$ cat config.mk
export PLATFORM = sky130hd
export DESIGN_NAME = ssa_front
export DESIGN_NICKNAME = d
export VERILOG_FILES = /design/src/sv/ssa_pkg.sv /design/src/sv/ssa_front.sv
export SDC_FILE = /design/constraint.sdc
export NUM_CORES = 1
export LEC_CHECK = 0
export BUFFER_PORTS_ARGS = -buffer_cell sky130_fd_sc_hd__buf_2
export CAP_MARGIN = 20
export CORE_UTILIZATION = 44
export CTS_CLUSTER_SIZE = 30
export DETAILED_ROUTE_END_ITERATION = 10
export PLACE_DENSITY = 0.79
export SETUP_SLACK_MARGIN = 0.4
export SLEW_MARGIN = 10
export SYNTH_ARGS = -nofsm -noshare
export SYNTH_HDL_FRONTEND = slang
export SYNTH_SLANG_ARGS = --single-unit
export TNS_END_PERCENT = 1
$ cat constraint.sdc
create_clock -name i_clk -period 5.7 [get_ports i_clk]
set_input_delay 0.57 -clock i_clk [delete_from_list [all_inputs] [get_ports i_clk]]
set_output_delay 0.57 -clock i_clk [all_outputs]
set_load 0.02 [all_outputs]
$ cat src/sv/ssa_pkg.sv
// Shared types and constants of the swap slot allocator.
`timescale 1ns / 1ps
package ssa_pkg;
    localparam int NUM_DEVICES      = 4;
    localparam int SLOTS_PER_DEVICE = 65536;

    localparam logic [1:0] MODE_ALLOC = 2'd0;
    localparam logic [1:0] MODE_FREE  = 2'd1;
    localparam logic [1:0] MODE_DUP   = 2'd2;

    localparam logic [1:0] ST_OK      = 2'd0;
    localparam logic [1:0] ST_NOFREE  = 2'd1;
    localparam logic [1:0] ST_INVALID = 2'd2;
    localparam logic [1:0] ST_NOTUSE  = 2'd3;

    localparam int MODE_W   = 2;
    localparam int STATUS_W = 2;
    localparam int SLOT_W   = 16;
    localparam int DEV_W    = 2;
    localparam int TOTAL_W  = 18;
    localparam int PRIO_W   = 15;

    localparam logic [1:0] CMD_ALLOC = 2'd0;
    localparam logic [1:0] CMD_FREE  = 2'd1;
    localparam logic [1:0] CMD_DUP   = 2'd2;
    localparam logic [1:0] CMD_FAIL  = 2'd3;

    // Classified command passed from the front end to the executing back end.
    typedef struct packed {
        logic [1:0]        cmd;
        logic [STATUS_W-1:0] fail_status;
        logic [DEV_W-1:0]  dev;
        logic [SLOT_W-1:0] slot;
    } t_cmd;
endpackage

$ cat src/sv/ssa_front.sv
// Front end: checks and classifies items, picks the allocation device.
`timescale 1ns / 1ps
module ssa_front #(
    parameter int NUM_DEVICES = 4,
    parameter int SLOTS_PER_DEVICE = 65536
) (
    input  logic                        i_clk,
    input  logic                        i_rst_n,
    input  logic                        i_valid,
    output logic                        o_stall,
    input  logic [ssa_pkg::MODE_W-1:0]  i_mode,
    input  logic [ssa_pkg::DEV_W-1:0]   i_device,
    input  logic [ssa_pkg::SLOT_W-1:0]  i_slot,
    input  logic [NUM_DEVICES-1:0]      i_enable,
    input  logic [NUM_DEVICES*ssa_pkg::PRIO_W-1:0] i_prio,
    input  logic [NUM_DEVICES-1:0]      i_full,
    input  logic                        i_busy,
    output logic                        o_valid,
    output ssa_pkg::t_cmd               o_cmd
);
    localparam int TOP = SLOTS_PER_DEVICE - 1;

    logic          r_valid;
    ssa_pkg::t_cmd r_cmd;
    ssa_pkg::t_cmd n_cmd;
    logic          v_found;
    logic [ssa_pkg::DEV_W-1:0] v_best;
    logic [ssa_pkg::PRIO_W-1:0] v_bprio;
    logic          v_dev_ok;

    // One item at a time: the back end's busy flag holds new beats off too.
    assign o_stall = r_valid | i_busy;
    assign o_valid = r_valid;
    assign o_cmd   = r_cmd;

    always_comb begin
        v_found = 1'b0;
        v_best  = '0;
        v_bprio = '0;
        for (int d = 0; d < NUM_DEVICES; d++) begin
            if (i_enable[d] && !i_full[d] &&
                (!v_found || i_prio[d*ssa_pkg::PRIO_W +: ssa_pkg::PRIO_W] > v_bprio)) begin
                v_found = 1'b1;
                v_best  = ssa_pkg::DEV_W'(d);
                v_bprio = i_prio[d*ssa_pkg::PRIO_W +: ssa_pkg::PRIO_W];
            end
        end
        v_dev_ok = (32'(i_device) < NUM_DEVICES) && i_enable[i_device];
        n_cmd = '{cmd: ssa_pkg::CMD_FAIL, fail_status: ssa_pkg::ST_INVALID,
                  dev: i_device, slot: i_slot};
        case (i_mode)
            ssa_pkg::MODE_ALLOC: begin
                if (v_found) begin
                    n_cmd.cmd = ssa_pkg::CMD_ALLOC;
                    n_cmd.dev = v_best;
                end else begin
                    n_cmd.fail_status = ssa_pkg::ST_NOFREE;
                end
            end
            ssa_pkg::MODE_FREE, ssa_pkg::MODE_DUP: begin
                if (v_dev_ok && i_slot != '0 && 32'(i_slot) <= TOP)
                    n_cmd.cmd = (i_mode == ssa_pkg::MODE_FREE) ? ssa_pkg::CMD_FREE
                                                               : ssa_pkg::CMD_DUP;
            end
            default: n_cmd.cmd = ssa_pkg::CMD_FAIL;
        endcase
    end

    always_ff @(posedge i_clk) begin
        if (!i_rst_n) begin
            r_valid <= 1'b0;
        end else if (i_valid && !o_stall) begin
            r_valid <= 1'b1;
        end else begin
            r_valid <= 1'b0;
        end
        if (i_valid && !o_stall) r_cmd <= n_cmd;
    end
endmodule

==> results of run 1 <==
==> power breakdown <==
group          internal (mW)  switching [mW]
Clock                 0.0485          0.0472
Sequential             0.194         0.00136
Combinational          0.115           0.114
==> flip-flops by register name, indices dropped and copies added (netlist names) <==
register,flops
o_cmd,22
o_valid,1
==> per-stage QoR <==
stage,hold WS (ns),util
final,0.506,0.637
after CTS,0.505,0.627
after detailed placement,0.768,0.613
after floorplan,0.669,-
after global routing,0.492,0.637
after global placement,0.765,0.613
==> timing repair <==
action | 4_1_cts | 5_1_grt
setup buffers | 2 | 2
hold buffers | 0 | 0
pin swaps | 7 | 6
gates resized for setup | 5 | 3
endpoints found under the setup margin | 2 | 2
==> worst min path at each step <==
| stage | end | slack (ns) | cells after the start |
|---|---|---|---|
| after floorplan | o_cmd[0] | 0.67 | 0 |
| after global placement | o_cmd[2] | 0.76 | 1 |
| after detailed placement | o_cmd[11] | 0.77 | 1 |
| after CTS | o_cmd[11] | 0.50 | 1 |
| after global routing | o_cmd[11] | 0.49 | 1 |
| final | o_cmd[11] | 0.51 | 1 |
==> layout make-up <==
type	instances	area, um2	share of cell area
timing repair buffer	127	727	0.206
sequential	23	681	0.193
multi-input combinational	200	1840	0.523
clock buffer	3	41.3	0.0117
inverter	37	139	0.0394
tap	72	90.1	0.0255
clock inverter	1	5.00	0.00142
==> cell usage in the layout, fill, tap and decap left out, types with 4 or more instances in the layout <==
master / n
inv_1: 37
a21oi_1: 22
nand2_1: 26
o21ai_0: 7
mux2_2: 12
buf_4: 6
ha_4: 7
buf_12: 4
edfxtp_1: 22
mux2_4: 18
nand3_1: 6
nor4_1: 4
buf_2: 115
nand4_1: 10
nor2_1: 5
ha_1: 42
==> metal layers <==
metal	up-vias	track usage	part of all wire
li1	1207	-	-
met1	1098	0.249	0.42
met2	89	0.375	0.50
met3	11	0.0233	0.061
met4	0	0.0574	0.018
met5	-	0	0
==> cell families (layout without fill, tap and decap cells) <==
kind of cell,after synthesis,in the layout,synth area share
simple gates,75,75,0.148
fa+ha+maj,49,49,0.240
compound gates,45,45,0.113
buf+inv,41,168,0.0660
mux,31,31,0.167
flops,23,23,0.266
==> critical path, cell delays in order <==
cell and delay, ns:
buf_2 0.08, nor2b_2 0.18, buf_12 0.16, nand2_1 0.08, ha_1 0.30, a21oi_1 0.21
nor2_2 0.08, a2111oi_4 0.37, a211oi_4 0.13, buf_6 0.15, buf_12 0.12, mux2_4 0.30
ha_1 0.30, nand4_1 0.19, nor4_2 0.18, a31oi_1 0.09, o21ai_2 0.24, buf_4 0.22
mux2_2 0.35, ha_1 0.30, a21oi_1 0.16, o21ai_0 0.12, o21ai_1 0.20, a21oi_1 0.10
o22a_1 0.18
==> out/summary.txt, run 1 <==
average size of a mapped cell: 9.69 um2
Post-Route WL: 6.30 mm
RSZ-0062 raised after global routing: true
global-route wire length before repair: 10.1 mm
total global routing overflow: 0
Placement Cell Area: 3400 um2
critical path startpoint: i_enable[0]
dpl ws: -0.0774 ns
Critical Path Start Type: primary input
worst skew pair latency: 0.25 ns
clk buf depth: 2
post-synth top area cell: edfxtp_1
Syn Nets: 405
vias in the first global route: 2,317
Synth Cell Area: 2560 um2
Yosys cell types: 37
max-slew violations: 0
Clock Skew: 0.000721 ns
CP Max Fanout: 17
Synth area leaders: edfxtp_1 26%, ha_1 24%, mux2_4 11%
RR Startpoint: o_valid
final setup margin: 0.330 ns
die area: 6120 um2
H-tree levels: 1
area of the core: 5540 um2
Initial Utilization: 0.462
CTS Buf Count: 3
P per Cell Area: 147 nW/um2
Diodes inserted: 0
Root Buffer: clkbuf_8
area grow syn2layout: 37.9%
critical path class: primary input to register
HPWL Detailed: 5.47 mm
WL/cell: 13.6 um
Core Rows: 27
top cell type's share of synthesized area: 0.258
worst hold start: i_slot[11]
gr usage total: 0.204
Post-synth EDFFs: 22
final number of setup-violating endpoints: 0
reg2reg path depth: 3
CTS Sinks: 23
setup_tns: 0 ns
fin area: 3530 um2
WP data arrival: 5.38 ns
Port Buffer Count: 115
I/O pin count: 116
slew of the pin with the lowest slew margin: 0.421 ns
number of vias per cell: 5.19
vias: 2,405
Ys Warns: 0
Final Cycle Share: 0.942
final hold viol count: 0
min cycle time layout: 5.37 ns
drt drc: 0
Die Wd: 78.2 um
Post-synth top cells: 49 x ha_1, 37 x inv_1, 29 x nand2_1, 23 x a21oi_1, 22 x edfxtp_1
Peak VDD IR: 0.127 mV
cell count after synthesis: 264
sequential-to-total area share from yosys stat: 0.266
Overall Power: 520 uW
worst min path class: primary input to register
1st-iter DRT viols: 94
crit path to: o_cmd[16]
count leader, synth: ha_1
Final nets: 533
fraction of layout cells with a size suffix above 1: 0.478
CTS tree: done
fill count: 460
largest net degree at the start of global routing: 24
Pre-Repair DR Iteration Count: 4
Maximum Capacitance Violations: 0
GPL Wtd Cong: 0.896
placed insts: 454
Clock transition at path regs: 0.08 ns
final std cells w/o fill: 463
Die Ht: 78.2 um
CP required: 5.71 ns
antenna violations before repair: 0
CP endpoint kind: register
flops & latches, synth: 23
worst r2r dst: o_cmd[4]
outcome: finished, final reports clean
ANT nets after route: 0
Leakage: 1.72 nW
Fmax achieved: 186 MHz
ys flop type: edfxtp_1
Reg2Reg Setup Slack: 4.25 ns
relative slew slack: 0.719
Async SR Flop Fraction: 0
Power figures use the tool's default switching activity.
==> run 2, diff against run 1 <==
--- a/config.mk
+++ b/config.mk
@@ -8,8 +8,10 @@
 export BUFFER_PORTS_ARGS = -buffer_cell sky130_fd_sc_hd__buf_2
 export CAP_MARGIN = 20
-export CORE_UTILIZATION = 44
+export CELL_PAD_IN_SITES_DETAIL_PLACEMENT = 1
+export CELL_PAD_IN_SITES_GLOBAL_PLACEMENT = 2
+export CORE_UTILIZATION = 25
 export CTS_CLUSTER_SIZE = 30
 export DETAILED_ROUTE_END_ITERATION = 10
-export PLACE_DENSITY = 0.79
+export PLACE_DENSITY_LB_ADDON = 0.1
 export SETUP_SLACK_MARGIN = 0.4
 export SLEW_MARGIN = 10
==> constraint.sdc (replaced) <==
create_clock -name i_clk -period 5.7 [get_ports i_clk]
set_input_delay 0.285 -clock i_clk [delete_from_list [all_inputs] [get_ports i_clk]]
set_output_delay 0.285 -clock i_clk [all_outputs]
set_load 0.02 [all_outputs]
==> out/summary.txt, run 2 (same netlist as run 1, synthesis figures left out) <==
outcome: finished, final reports clean (unchanged)
GPL Wtd Cong: 0.742 (was 0.896)
Sw Share: 0.328 (was 0.312)
antenna violations before repair: 0 (unchanged)
setup_tns: 0 ns (unchanged)
Clock transition at path regs: 0.08 ns (about the same)
vias in the first global route: 2,448 (was 2,317)
number of vias per cell: 4.49 (was 5.19)
worst hold margin: 0.208 ns (was 0.506 ns)
CP bufs+invs: 5 (unchanged)
Finished Core Util: 0.407 (was 0.637)
final number of setup-violating endpoints: 0 (unchanged)
Die Wd: 103 um (was 78.2 um)
Sequential Area: 681 um2 (unchanged)
critical path class: primary input to register (unchanged)
CP endpoint kind: register (unchanged)
Fmax achieved: 194 MHz (was 186 MHz)
Leakage: 1.85 nW (was 1.72 nW)
CP Max Fanout: 7 (was 17)
hold path depth: 1 (unchanged)
Critical Path Start Type: primary input (unchanged)
vias: 2,403 (was 2,405)
H-tree levels: 1 (unchanged)
Clock Skew: 0.00385 ns (was 0.000721 ns)
global-route wire length before repair: 11.5 mm (was 10.1 mm)
Final Cycle Share: 0.905 (was 0.942)
CTS tree: done (unchanged)
Die Ht: 103 um (was 78.2 um)
largest net degree at the start of global routing: 24 (unchanged)
CTS Sinks: 23 (unchanged)
die area: 10,600 um2 (was 6120 um2)
fill count: 1,157 (was 460)
slowest stage delay, CP: 0.37 ns (about the same)
gr usage total: 0.140 (was 0.204)
dpl ws: -0.0766 ns (was -0.0774 ns)
slowest CP cell: mux2_2 (was a2111oi_4)
slew of the pin with the lowest slew margin: 0.406 ns (was 0.421 ns)
ANT nets after route: 0 (unchanged)
sequential fraction of design power: 0.345 (was 0.376)
total global routing overflow: 0 (unchanged)
min cycle time layout: 5.16 ns (was 5.37 ns)
area grow syn2layout: 57.0% (was 37.9%)
most frequent cells in the layout: 113 x buf_2, 37 x inv_1, 30 x ha_1 (was 115 x buf_2, 42 x ha_1, 37 x inv_1)
HPWL Detailed: 6.65 mm (was 5.47 mm)
final hold viol count: 0 (unchanged)
worst min path class: primary input to register (unchanged)
worst r2r dst: o_cmd[0] (was o_cmd[4])
RR Startpoint: o_valid (unchanged)
drt drc: 0 (unchanged)
max-slew violations: 0 (unchanged)
Peak VDD IR: 0.0894 mV (was 0.127 mV)
WL/cell: 15.4 um (was 13.6 um)
clk buf depth: 2 (unchanged)
Pre-Repair DR Iteration Count: 4 (unchanged)
Core Rows: 36 (was 27)
CP top delay family: simple AND/OR/NAND/NOR gates (was compound AO/OA/AOI/OAI gates)
CP required: 5.72 ns (was 5.71 ns)
fraction of layout cells with a size suffix above 1: 0.555 (was 0.478)
Port Buffer Count: 115 (unchanged)
reg2reg path depth: 3 (unchanged)
Sw Pwr: 186 uW (was 162 uW)
1st-iter DRT viols: 56 (was 94)
Int Pwr: 381 uW (was 358 uW)
worst skew pair latency: 0.26 ns (was 0.25 ns)
Post-Route WL: 8.25 mm (was 6.30 mm)
Root Buffer: clkbuf_8 (unchanged)
max FFs per register: 22 (unchanged)
CTS Buf Count: 3 (unchanged)
Reg2Reg Setup Slack: 4.27 ns (was 4.25 ns)
P per Cell Area: 141 nW/um2 (was 147 nW/um2)
worst hold start: i_slot[5] (was i_slot[11])
fin area: 4020 um2 (was 3530 um2)
Diodes inserted: 0 (unchanged)
I/O pin count: 116 (unchanged)
RSZ-0062 raised after global routing: true (unchanged)
Initial Utilization: 0.259 (was 0.462)
clock power share: 0.176 (was 0.184)
relative slew slack: 0.727 (was 0.719)
Final nets: 544 (was 533)
hold endpoint: o_cmd[5] (was o_cmd[11])
# hold bufs at CTS: 0 (unchanged)
Placement Cell Area: 3350 um2 (was 3400 um2)
area of the core: 9860 um2 (was 5540 um2)
Maximum Capacitance Violations: 0 (unchanged)
final setup margin: 0.539 ns (was 0.330 ns)
WP data arrival: 5.19 ns (was 5.38 ns)
most common cell after layout, fill and taps aside: buf_2 (unchanged)
multi-input logic area: 2120 um2 (was 1840 um2)
Comb power frac: 0.479 (was 0.439)
[run 2: changes by cell type in the layout (fill, tap and decap cells not counted), sizes merged]
cell,change
clkbuf,+3
buf,+8
[run 2: per-stage QoR]
| stage | instances | power, mW |
|---|---|---|
| finish | 535 | 0.567 |
| global route | 535 | 0.609 |
| CTS | 520 | 0.519 |
| detailed placement | 514 | 0.415 |
| global placement | 514 | 0.414 |
| floorplan | 264 | 0.331 |
[run 2: what timing repair did]
| item | in CTS | in global routing |
|---|---|---|
| endpoints found under the setup margin | 2 | 2 |
| resized for setup | 10 | 60 |
| gates cloned | 0 | 3 |
| pin swaps | 3 | 33 |
| setup buffers | 2 | 11 |
[run 2: worst max path at each step]
| stage | slack, ns | endpoint | cells after the start | from |
|---|---|---|---|---|
| after floorplan | 0.41 | o_cmd[16] | 25 | i_enable[0] |
| after global placement | 0.06 | o_cmd[16] | 26 | i_enable[0] |
| after detailed placement | -0.08 | o_cmd[16] | 25 | i_enable[0] |
| after CTS | 0.40 | o_cmd[16] | 26 | i_enable[0] |
| after global routing | 0.28 | o_cmd[16] | 26 | i_full[0] |
| final | 0.54 | o_cmd[16] | 26 | i_full[0] |
[run 2: power by group through the flow]
stage                     registers, mW  logic, mW  clock network (mW)
after floorplan                   0.210      0.121                   0
after global placement            0.200      0.214                   0
after detailed placement          0.200      0.215                   0
after CTS                         0.196      0.221               0.102
after global routing              0.197      0.303               0.109
final                             0.196      0.271              0.0998
[run 2: final cells by class]
cell class	instances	area share
tap	133	0.0414
timing repair buffer	138	0.216
clock inverter	1	0.00125
inverter	37	0.0346
multi-input combinational	200	0.527
sequential	23	0.169
clock buffer	3	0.0103
[run 2: layer usage]
metal,vias up,GRT usage,part of all wire
met3,2,0.0244,0.045
met1,1111,0.181,0.45
met4,0,0.00650,0.0016
li1,1228,-,-
met5,-,0,0
met2,62,0.255,0.50
